$ cat src/rtl/core/alid_pkg.sv
// -----------------------------------------------------------------------------
// Array list package
// Sizes, operation and status codes, and the controller/datapath interface.
// -----------------------------------------------------------------------------
package alid_pkg;

  localparam int DEPTH   = 64;
  localparam int CNT_W   = $clog2(DEPTH + 1);
  localparam int IDX_W   = $clog2(DEPTH);
  localparam int WORD_W  = 32;
  localparam int OP_W    = 3;
  localparam int STAT_W  = 2;
  localparam int LOC_W   = 7;
  localparam int WHERE_W = 6;
  localparam int ECNT_W  = 7;
  localparam int CMP_W   = (CNT_W > LOC_W) ? CNT_W : LOC_W;

  typedef enum logic [OP_W-1:0] {
    OP_APPEND     = 3'd0,
    OP_INS_BEFORE = 3'd1,
    OP_INS_AFTER  = 3'd2,
    OP_DELETE     = 3'd3,
    OP_READ       = 3'd4
  } op_e;

  typedef enum logic [STAT_W-1:0] {
    ST_OK     = 2'd0,
    ST_NOKEY  = 2'd1,
    ST_FULL   = 2'd2,
    ST_BADPOS = 2'd3
  } status_e;

  typedef enum logic [3:0] {
    S_IDLE,
    S_DISPATCH,
    S_SR_RD,
    S_SR_CMP,
    S_UP_RD,
    S_UP_WR,
    S_DN_RD,
    S_DN_WR,
    S_RD_ISSUE,
    S_RD_WAIT
  } state_e;

  typedef enum logic [2:0] {
    PTR_HOLD,
    PTR_ZERO,
    PTR_INC,
    PTR_DEC,
    PTR_COUNT,
    PTR_LOC
  } ptr_op_e;

  typedef enum logic [1:0] {
    SLOT_HOLD,
    SLOT_COUNT,
    SLOT_LOC,
    SLOT_HIT
  } slot_op_e;

  typedef enum logic [1:0] {
    RA_PTR,
    RA_PTR_INC,
    RA_PTR_DEC
  } raddr_sel_e;

  typedef enum logic {
    WD_NEW,
    WD_MEM
  } wdata_sel_e;

  typedef struct packed {
    logic       load;
    ptr_op_e    ptr_op;
    slot_op_e   slot_op;
    logic       rd_en;
    raddr_sel_e ra_sel;
    logic       wr_en;
    wdata_sel_e wd_sel;
    logic       cnt_inc;
    logic       cnt_dec;
    logic       res_en;
    status_e    res_status;
    logic       res_read;
  } cmd_t;

  typedef struct packed {
    op_e  op;
    logic empty;
    logic full;
    logic loc_bad;
    logic key_hit;
    logic ptr_last;
    logic at_slot;
  } stat_t;

endpackage

$ cat src/rtl/core/alid_ctrl.sv
// -----------------------------------------------------------------------------
// Array list controller
// Sequences search, shift, place and read steps and issues the result.
// -----------------------------------------------------------------------------
module alid_ctrl (
  input  logic            clk_i,
  input  logic            rst_ni,
  input  logic            start,
  input  alid_pkg::stat_t stat_i,
  output alid_pkg::cmd_t  cmd_o,
  output logic            busy_o
);

  alid_pkg::state_e state_q, state_d;

  // State register
  always_ff @(posedge clk_i or negedge rst_ni) begin
    if (!rst_ni) begin
      state_q <= alid_pkg::S_IDLE;
    end else begin
      state_q <= state_d;
    end
  end

  // Next state and datapath commands
  always_comb begin
    state_d           = state_q;
    cmd_o             = '0;
    cmd_o.ptr_op      = alid_pkg::PTR_HOLD;
    cmd_o.slot_op     = alid_pkg::SLOT_HOLD;
    cmd_o.ra_sel      = alid_pkg::RA_PTR;
    cmd_o.wd_sel      = alid_pkg::WD_NEW;
    cmd_o.res_status  = alid_pkg::ST_OK;
    busy_o            = (state_q != alid_pkg::S_IDLE);

    unique case (state_q)
      alid_pkg::S_IDLE: begin
        if (start) begin
          cmd_o.load = 1'b1;
          state_d    = alid_pkg::S_DISPATCH;
        end
      end

      alid_pkg::S_DISPATCH: begin
        unique case (stat_i.op)
          alid_pkg::OP_APPEND: begin
            if (stat_i.full) begin
              cmd_o.res_en     = 1'b1;
              cmd_o.res_status = alid_pkg::ST_FULL;
              state_d          = alid_pkg::S_IDLE;
            end else begin
              cmd_o.slot_op = alid_pkg::SLOT_COUNT;
              cmd_o.ptr_op  = alid_pkg::PTR_COUNT;
              state_d       = alid_pkg::S_UP_RD;
            end
          end
          alid_pkg::OP_INS_BEFORE, alid_pkg::OP_INS_AFTER: begin
            if (stat_i.empty) begin
              cmd_o.res_en     = 1'b1;
              cmd_o.res_status = alid_pkg::ST_NOKEY;
              state_d          = alid_pkg::S_IDLE;
            end else begin
              cmd_o.ptr_op = alid_pkg::PTR_ZERO;
              state_d      = alid_pkg::S_SR_RD;
            end
          end
          alid_pkg::OP_DELETE, alid_pkg::OP_READ: begin
            if (stat_i.loc_bad) begin
              cmd_o.res_en     = 1'b1;
              cmd_o.res_status = alid_pkg::ST_BADPOS;
              state_d          = alid_pkg::S_IDLE;
            end else begin
              cmd_o.slot_op = alid_pkg::SLOT_LOC;
              cmd_o.ptr_op  = alid_pkg::PTR_LOC;
              state_d       = (stat_i.op == alid_pkg::OP_READ) ? alid_pkg::S_RD_ISSUE
                                                               : alid_pkg::S_DN_RD;
            end
          end
          default: begin
            cmd_o.res_en     = 1'b1;
            cmd_o.res_status = alid_pkg::ST_BADPOS;
            state_d          = alid_pkg::S_IDLE;
          end
        endcase
      end

      // Key search: fetch one entry, then compare it
      alid_pkg::S_SR_RD: begin
        cmd_o.rd_en  = 1'b1;
        cmd_o.ra_sel = alid_pkg::RA_PTR;
        state_d      = alid_pkg::S_SR_CMP;
      end

      alid_pkg::S_SR_CMP: begin
        if (stat_i.key_hit) begin
          if (stat_i.full) begin
            cmd_o.res_en     = 1'b1;
            cmd_o.res_status = alid_pkg::ST_FULL;
            state_d          = alid_pkg::S_IDLE;
          end else begin
            cmd_o.slot_op = alid_pkg::SLOT_HIT;
            cmd_o.ptr_op  = alid_pkg::PTR_COUNT;
            state_d       = alid_pkg::S_UP_RD;
          end
        end else if (stat_i.ptr_last) begin
          cmd_o.res_en     = 1'b1;
          cmd_o.res_status = alid_pkg::ST_NOKEY;
          state_d          = alid_pkg::S_IDLE;
        end else begin
          cmd_o.ptr_op = alid_pkg::PTR_INC;
          state_d      = alid_pkg::S_SR_RD;
        end
      end

      // Open a gap from the top down to the slot, then place the word
      alid_pkg::S_UP_RD: begin
        if (stat_i.at_slot) begin
          cmd_o.wr_en      = 1'b1;
          cmd_o.wd_sel     = alid_pkg::WD_NEW;
          cmd_o.cnt_inc    = 1'b1;
          cmd_o.res_en     = 1'b1;
          cmd_o.res_status = alid_pkg::ST_OK;
          state_d          = alid_pkg::S_IDLE;
        end else begin
          cmd_o.rd_en  = 1'b1;
          cmd_o.ra_sel = alid_pkg::RA_PTR_DEC;
          state_d      = alid_pkg::S_UP_WR;
        end
      end

      alid_pkg::S_UP_WR: begin
        cmd_o.wr_en  = 1'b1;
        cmd_o.wd_sel = alid_pkg::WD_MEM;
        cmd_o.ptr_op = alid_pkg::PTR_DEC;
        state_d      = alid_pkg::S_UP_RD;
      end

      // Close the gap from the slot up to the end
      alid_pkg::S_DN_RD: begin
        if (stat_i.ptr_last) begin
          cmd_o.cnt_dec    = 1'b1;
          cmd_o.res_en     = 1'b1;
          cmd_o.res_status = alid_pkg::ST_OK;
          state_d          = alid_pkg::S_IDLE;
        end else begin
          cmd_o.rd_en  = 1'b1;
          cmd_o.ra_sel = alid_pkg::RA_PTR_INC;
          state_d      = alid_pkg::S_DN_WR;
        end
      end

      alid_pkg::S_DN_WR: begin
        cmd_o.wr_en  = 1'b1;
        cmd_o.wd_sel = alid_pkg::WD_MEM;
        cmd_o.ptr_op = alid_pkg::PTR_INC;
        state_d      = alid_pkg::S_DN_RD;
      end

      // Read one entry and return it
      alid_pkg::S_RD_ISSUE: begin
        cmd_o.rd_en  = 1'b1;
        cmd_o.ra_sel = alid_pkg::RA_PTR;
        state_d      = alid_pkg::S_RD_WAIT;
      end

      alid_pkg::S_RD_WAIT: begin
        cmd_o.res_en     = 1'b1;
        cmd_o.res_status = alid_pkg::ST_OK;
        cmd_o.res_read   = 1'b1;
        state_d          = alid_pkg::S_IDLE;
      end

      default: begin
        state_d = alid_pkg::S_IDLE;
      end
    endcase
  end

endmodule

$ cat src/rtl/core/alid_dp.sv
// -----------------------------------------------------------------------------
// Array list datapath
// List memory, entry count, walk pointer, slot register and result word.
// -----------------------------------------------------------------------------
module alid_dp (
  input  logic                                   clk_i,
  input  logic                                   rst_ni,
  input  alid_pkg::cmd_t                         cmd_i,
  output alid_pkg::stat_t                        stat_o,
  input  logic             [alid_pkg::OP_W-1:0]   operation_i,
  input  logic             [alid_pkg::WORD_W-1:0] match_key_i,
  input  logic             [alid_pkg::WORD_W-1:0] new_element_i,
  input  logic             [alid_pkg::LOC_W-1:0]  location_i,
  output logic                                   res_valid_o,
  output alid_pkg::status_e                      res_status_o,
  output logic             [alid_pkg::IDX_W-1:0]  res_where_o,
  output logic             [alid_pkg::CNT_W-1:0]  count_o,
  output logic             [alid_pkg::WORD_W-1:0] res_value_o
);

  logic [alid_pkg::WORD_W-1:0] mem [alid_pkg::DEPTH];

  alid_pkg::op_e               op_q;
  logic [alid_pkg::WORD_W-1:0] key_q;
  logic [alid_pkg::WORD_W-1:0] word_q;
  logic [alid_pkg::LOC_W-1:0]  loc_q;
  logic [alid_pkg::CNT_W-1:0]  count_q, count_d;
  logic [alid_pkg::IDX_W-1:0]  ptr_q, ptr_d;
  logic [alid_pkg::IDX_W-1:0]  slot_q, slot_d;
  logic [alid_pkg::WORD_W-1:0] rdata_q;
  logic                        res_valid_q;
  alid_pkg::status_e           res_status_q;
  logic [alid_pkg::IDX_W-1:0]  res_where_q;
  logic [alid_pkg::WORD_W-1:0] res_value_q;

  logic [alid_pkg::IDX_W-1:0]  loc_idx;
  logic [alid_pkg::IDX_W-1:0]  count_idx;
  logic [alid_pkg::IDX_W-1:0]  hit_slot;
  logic [alid_pkg::IDX_W-1:0]  raddr;
  logic [alid_pkg::WORD_W-1:0] wdata;
  logic [alid_pkg::CNT_W-1:0]  ptr_next;

  assign loc_idx   = alid_pkg::IDX_W'(loc_q - alid_pkg::LOC_W'(1));
  assign count_idx = alid_pkg::IDX_W'(count_q);
  assign ptr_next  = alid_pkg::CNT_W'(ptr_q) + alid_pkg::CNT_W'(1);
  assign hit_slot  = alid_pkg::IDX_W'(alid_pkg::CNT_W'(ptr_q)
                   + alid_pkg::CNT_W'(op_q == alid_pkg::OP_INS_AFTER));

  // Status toward the controller
  always_comb begin
    stat_o.op       = op_q;
    stat_o.empty    = (count_q == '0);
    stat_o.full     = (count_q == alid_pkg::CNT_W'(alid_pkg::DEPTH));
    stat_o.loc_bad  = (loc_q == '0)
                   || (alid_pkg::CMP_W'(loc_q) > alid_pkg::CMP_W'(count_q));
    stat_o.key_hit  = (rdata_q == key_q);
    stat_o.ptr_last = (ptr_next >= count_q);
    stat_o.at_slot  = (ptr_q == slot_q);
  end

  // Latch the command word
  always_ff @(posedge clk_i) begin
    if (cmd_i.load) begin
      op_q   <= alid_pkg::op_e'(operation_i);
      key_q  <= match_key_i;
      word_q <= new_element_i;
      loc_q  <= location_i;
    end
  end

  // Pointer and slot update
  always_comb begin
    ptr_d = ptr_q;
    case (cmd_i.ptr_op)
      alid_pkg::PTR_ZERO:  ptr_d = '0;
      alid_pkg::PTR_INC:   ptr_d = alid_pkg::IDX_W'(ptr_next);
      alid_pkg::PTR_DEC:   ptr_d = ptr_q - alid_pkg::IDX_W'(1);
      alid_pkg::PTR_COUNT: ptr_d = count_idx;
      alid_pkg::PTR_LOC:   ptr_d = loc_idx;
      default:             ptr_d = ptr_q;
    endcase

    slot_d = slot_q;
    case (cmd_i.slot_op)
      alid_pkg::SLOT_COUNT: slot_d = count_idx;
      alid_pkg::SLOT_LOC:   slot_d = loc_idx;
      alid_pkg::SLOT_HIT:   slot_d = hit_slot;
      default:              slot_d = slot_q;
    endcase
  end

  always_ff @(posedge clk_i) begin
    ptr_q  <= ptr_d;
    slot_q <= slot_d;
  end

  // Entry count
  always_comb begin
    count_d = count_q;
    if (cmd_i.cnt_inc) begin
      count_d = count_q + alid_pkg::CNT_W'(1);
    end else if (cmd_i.cnt_dec) begin
      count_d = count_q - alid_pkg::CNT_W'(1);
    end
  end

  always_ff @(posedge clk_i or negedge rst_ni) begin
    if (!rst_ni) begin
      count_q <= '0;
    end else begin
      count_q <= count_d;
    end
  end

  // List memory: one write at the pointer, one registered read
  always_comb begin
    case (cmd_i.ra_sel)
      alid_pkg::RA_PTR_INC: raddr = alid_pkg::IDX_W'(ptr_next);
      alid_pkg::RA_PTR_DEC: raddr = ptr_q - alid_pkg::IDX_W'(1);
      default:              raddr = ptr_q;
    endcase
    wdata = (cmd_i.wd_sel == alid_pkg::WD_MEM) ? rdata_q : word_q;
  end

  always_ff @(posedge clk_i) begin
    if (cmd_i.wr_en) begin
      mem[ptr_q] <= wdata;
    end
    if (cmd_i.rd_en) begin
      rdata_q <= mem[raddr];
    end
  end

  // Result word: strobe for one cycle
  always_ff @(posedge clk_i or negedge rst_ni) begin
    if (!rst_ni) begin
      res_valid_q <= 1'b0;
    end else begin
      res_valid_q <= cmd_i.res_en;
    end
  end

  always_ff @(posedge clk_i) begin
    if (cmd_i.res_en) begin
      res_status_q <= cmd_i.res_status;
      res_where_q  <= (cmd_i.res_status == alid_pkg::ST_OK) ? slot_q : '0;
      res_value_q  <= cmd_i.res_read ? rdata_q : '0;
    end
  end

  assign res_valid_o  = res_valid_q;
  assign res_status_o = res_status_q;
  assign res_where_o  = res_where_q;
  assign count_o      = count_q;
  assign res_value_o  = res_value_q;

endmodule

$ cat src/rtl/core/array_list_insert_delete_core.sv
// -----------------------------------------------------------------------------
// Array list insert/delete core
// Ordered list of 32-bit words edited by append, keyed insert, delete, read.
// -----------------------------------------------------------------------------
// One command word at a time: start is taken when busy is low, and exactly one
// result word follows on strobe_o for a single cycle; it cannot be held off,
// so capture it when it shows. The list lives in a single-port-write memory
// with a registered read, walked one entry at a time: a read step, then a
// compare or write step. Errors found at dispatch end there; append places the
// word at the end, read fetches one entry, delete moves each entry after the
// position down, insert scans up to and including the key, then moves entries
// up from the slot; a missing key ends the scan after every entry held, and a
// full list ends it at the key. entry_count_o shows the count after the
// operation while strobe_o is high; busy drops in the strobe cycle.
module array_list_insert_delete_core (
  input  logic                                 clk_i,
  input  logic                                 rst_ni,
  input  logic                                 start,
  input  logic        [alid_pkg::OP_W-1:0]     operation_i,
  input  logic signed [alid_pkg::WORD_W-1:0]   match_key_i,
  input  logic signed [alid_pkg::WORD_W-1:0]   new_element_i,
  input  logic        [alid_pkg::LOC_W-1:0]    location_i,
  output logic                                 busy,
  output logic                                 strobe_o,
  output logic        [alid_pkg::STAT_W-1:0]   status_o,
  output logic        [alid_pkg::WHERE_W-1:0]  where_index_o,
  output logic        [alid_pkg::ECNT_W-1:0]   entry_count_o,
  output logic signed [alid_pkg::WORD_W-1:0]   read_value_o
);

  alid_pkg::cmd_t              cmd;
  alid_pkg::stat_t             stat;
  alid_pkg::status_e           res_status;
  logic [alid_pkg::IDX_W-1:0]  res_where;
  logic [alid_pkg::CNT_W-1:0]  count;
  logic [alid_pkg::WORD_W-1:0] res_value;

  // Sequencer
  alid_ctrl u_ctrl (
    .clk_i  (clk_i),
    .rst_ni (rst_ni),
    .start  (start),
    .stat_i (stat),
    .cmd_o  (cmd),
    .busy_o (busy)
  );

  // Storage and result path
  alid_dp u_dp (
    .clk_i         (clk_i),
    .rst_ni        (rst_ni),
    .cmd_i         (cmd),
    .stat_o        (stat),
    .operation_i   (operation_i),
    .match_key_i   (match_key_i),
    .new_element_i (new_element_i),
    .location_i    (location_i),
    .res_valid_o   (strobe_o),
    .res_status_o  (res_status),
    .res_where_o   (res_where),
    .count_o       (count),
    .res_value_o   (res_value)
  );

  assign status_o      = res_status;
  assign where_index_o = alid_pkg::WHERE_W'(res_where);
  assign entry_count_o = alid_pkg::ECNT_W'(count);
  assign read_value_o  = res_value;

endmodule

$ cat config.mk
export PLATFORM = sky130hd
export DESIGN_NAME = array_list_insert_delete_core
export DESIGN_NICKNAME = d
export VERILOG_FILES = /design/src/rtl/core/alid_pkg.sv /design/src/rtl/core/alid_ctrl.sv /design/src/rtl/core/alid_dp.sv /design/src/rtl/core/array_list_insert_delete_core.sv
export SDC_FILE = /design/constraint.sdc
export NUM_CORES = 2
export LEC_CHECK = 0
export ABC_AREA = 0
export CORE_MARGIN = 1.5
export CORE_UTILIZATION = 50
export DETAILED_ROUTE_END_ITERATION = 10
export DONT_BUFFER_PORTS = 1
export REMOVE_ABC_BUFFERS = 1
export SETUP_SLACK_MARGIN = 0.3
export SLEW_MARGIN = 20
export SYNTH_ARGS = -nofsm -noshare
export SYNTH_HDL_FRONTEND = slang
export SYNTH_SLANG_ARGS = --single-unit
$ cat constraint.sdc
create_clock -name clk_i -period 13.93 [get_ports clk_i]
set_input_delay 2.786 -clock clk_i [delete_from_list [all_inputs] [get_ports clk_i]]
set_output_delay 2.786 -clock clk_i [all_outputs]
set_load 0.005 [all_outputs]
==> flow_summary.json <==
{
  "hpwl_um": 148000,
  "post-cts-setup-buffers": 0,
  "ys_top_cells_by_count": "2,206 x edfxtp_1, 1,337 x nand2_1, 582 x nand3_1, 161 x clkbuf_1, 145 x buf_2",
  "max_slew_margin_pct": 20.2,
  "required_ps": 14500,
  "tightest_slew_ps": 1190,
  "totalPowerFinal_w": 0.0232,
  "multi_input_area_um2": 20100,
  "initial_core_util_pct": 50.4,
  "syn_inst": 5920,
  "synth.area.top_cells": "edfxtp_1 75%, nand2_1 5.7%, nand3_1 3.3%",
  "utilization_pct": 56.4,
  "tritoncts": "done",
  "clock_sinks": 2218,
  "grt_pass1_wl_um": 390000,
  "chipWidth_um": 422,
  "cts_hold_buf": 0,
  "rows": 153,
  "dp.cells": 8030,
  "synth_ff_type": "edfxtp_1",
  "synth_seq_area_share_pct": 75.8,
  "area_growth_pct": 12.0,
  "clock_latency_ps": 890,
  "die-area_um2": 178000,
  "htree_levels": 4,
  "power_density_nw_per_um2": 236,
  "drc": 0,
  "fmax_mhz": 114,
  "ctsResizeCount": 0,
  "yosysMostFrequentCell": "edfxtp_1",
  "yosys_warnings": 0,
  "first_pass_iters": 6,
  "grt_max_degree": 142,
  "hp-class": "reg2reg",
  "vias_per_cell": 6.38,
  "worst-path-max-fanout": 62,
  "numCtsBuffers": 220,
  "maxCapViolCount": 0,
  "cp-end-kind": "flip-flop",
  "leakage_nw": 32.5,
  "gp_congestion": 0.871,
  "synth_top_area_share_pct": 75.5,
  "final_nets": 6032,
  "fillers": 13700,
  "cts_buffer_depth": 3,
  "synthArstFlopShare_pct": 0.541,
  "rsz0062_at_grt": "no",
  "setup_violations": 0,
  "die-height_um": 422,
  "io_pins": 126,
  "synth-edff-count": 2206,
  "setup_tns_ps": 0,
  "grtUsageTotal_pct": 30.8,
  "synth_cell_types": 73,
  "finalCritPeriodShare_pct": 63.0,
  "synth_seq_cells": 2218,
  "drv_slew": 0,
  "syn_area_um2": 87800,
  "numPortBuffers": 0,
  "cts_root_buf": "clkbuf_16",
  "crit_arrival_ps": 9340,
  "criticalPathCategory": "reg2reg",
  "clkTransAtPathRegs_ps": 60,
  "grt_overflow": 0,
  "syn-mean-instance-area_um2": 14.8,
  "min_period_ps": 8770,
  "register_area_um2": 66500,
  "wl_per_cell_um": 32.9,
  "hold_viol_final": 0,
  "ir_worst_vdd_mv": 0.241,
  "status": "finished, final reports clean",
  "ant_nets": 0,
  "crit_path_start_kind": "flip-flop",
  "drt-initial-drc-count": 8147,
  "grt_antenna_before_repair": 11,
  "fin_skew_ps": 48.0,
  "layoutNonFillerInstCount": 8447,
  "routed_wl_um": 278000,
  "grt_pass1_vias": 50900,
  "synth_area_leader_cell": "edfxtp_1",
  "core_um2": 174000,
  "vias": 53900,
  "drive_above_1_share_pct": 11.5
}
## path summary, 6_finish.rpt
kind | start | to | slack [ps] | cells past startpoint
max | u_dp.ptr_q[3]$_DFFE_PP_ | u_dp.rdata_q[28]$_DFFE_PP_ | 5160 | 20
min | u_ctrl.state_q[2]$_DFFE_PN0P_ | u_ctrl.state_q[3]$_DFFE_PN0P_ | 600 | 1
max reg2reg | u_dp.ptr_q[3]$_DFFE_PP_ | u_dp.rdata_q[28]$_DFFE_PP_ | 5160 | 20
min reg2reg | u_ctrl.state_q[2]$_DFFE_PN0P_ | u_ctrl.state_q[3]$_DFFE_PN0P_ | 600 | 1
max in group asynchronous | rst_ni | u_ctrl.state_q[1]$_DFFE_PN0P_ | 12230 | 0
min in group asynchronous | rst_ni | u_dp.count_o[0]$_DFFE_PN0P_ | 1620 | 0
## worst max-delay path, stage by stage, from the launching register on
cell	delay (ps)
edfxtp_1	980
nand3b_1	720
or2_2	570
nand2_1	110
ha_1	250
a21o_1	170
a21oi_1	140
o21ai_0	240
nor3_1	390
ha_1	630
inv_1	150
o2111ai_2	120
buf_4	350
and2_4	740
buf_4	800
nand2_2	370
buf_4	490
o22ai_1	280
o21ai_0	190
nand4b_1	510
nor3_1	120
## cell type report
class	count	share of cell area (%)
Tap cell	2325	2.96
Multi-Input combinational cell	3296	20.5
Clock inverter	143	1.49
Inverter	24	0.0917
Clock buffer	268	5.80
Timing Repair Buffer	167	1.44
Sequential cell	2218	67.7
Antenna cell	6	0.0153
## registers in the layout, indices dropped and copies added, names as in the netlist
name and count:
u_dp.rdata_q 32, u_dp.ptr_q 6, u_dp.count_o 7, u_dp.res_where_o 6, u_dp.loc_q 7, u_dp.mem 2048
u_dp.op_q 3, u_dp.res_status_o 2, u_dp.slot_q 6, u_dp.word_q 32, u_ctrl.state_q 4, u_dp.key_q 32
u_dp.res_value_o 32, u_dp.res_valid_o 1
## through the flow
step / cell area (um2) / setup WS [ps] / hold WS [ps]
6_report: 98300 / 5160 / 596
5_1_grt: 98300 / 4680 / 659
4_1_cts: 98200 / 5280 / 594
3_5_place_dp: 91100 / 5270 / 567
3_3_place_gp: 91100 / 5260 / 587
2_1_floorplan: 86000 / -7620 / 499
## routing by layer
layer	up-vias	track usage [%]	wire, um
met5	-	0	58
met4	8	13.0	12700
met3	501	6.28	29100
met2	3176	47.0	126000
met1	27600	43.4	110000
li1	22600	-	-
## power breakdown
group          total (W)  switching [W]  internal [W]  leakage, nW
clock network    0.00593        0.00257       0.00336         3.47
logic            0.00862        0.00626       0.00235         8.95
registers        0.00866       0.000340       0.00832         20.0
## placed cells by master, fill, tap and decap left out, types with 55 or more instances in the layout
cell / n
edfxtp_1: 2206
nand2_1: 1331
nand3_1: 581
clkbuf_16: 220
buf_4: 154
and3_1: 121
mux2i_1: 111
a21oi_1: 90
mux4_2: 86
a311oi_1: 76
nor2_4: 70
a31oi_1: 69
clkinv_1: 62
o22ai_1: 56
o21ai_0: 55
## cell families after synthesis
logic type	after synthesis	synth area share [%]
compound gates	643	5.44
xor+xnor	62	0.619
fa+ha+maj	28	0.408
buf+inv	406	2.06
flops	2218	75.8
mux	232	3.92
simple gates	2331	11.7
No activity file was read; power rests on OpenSTA's default activity.
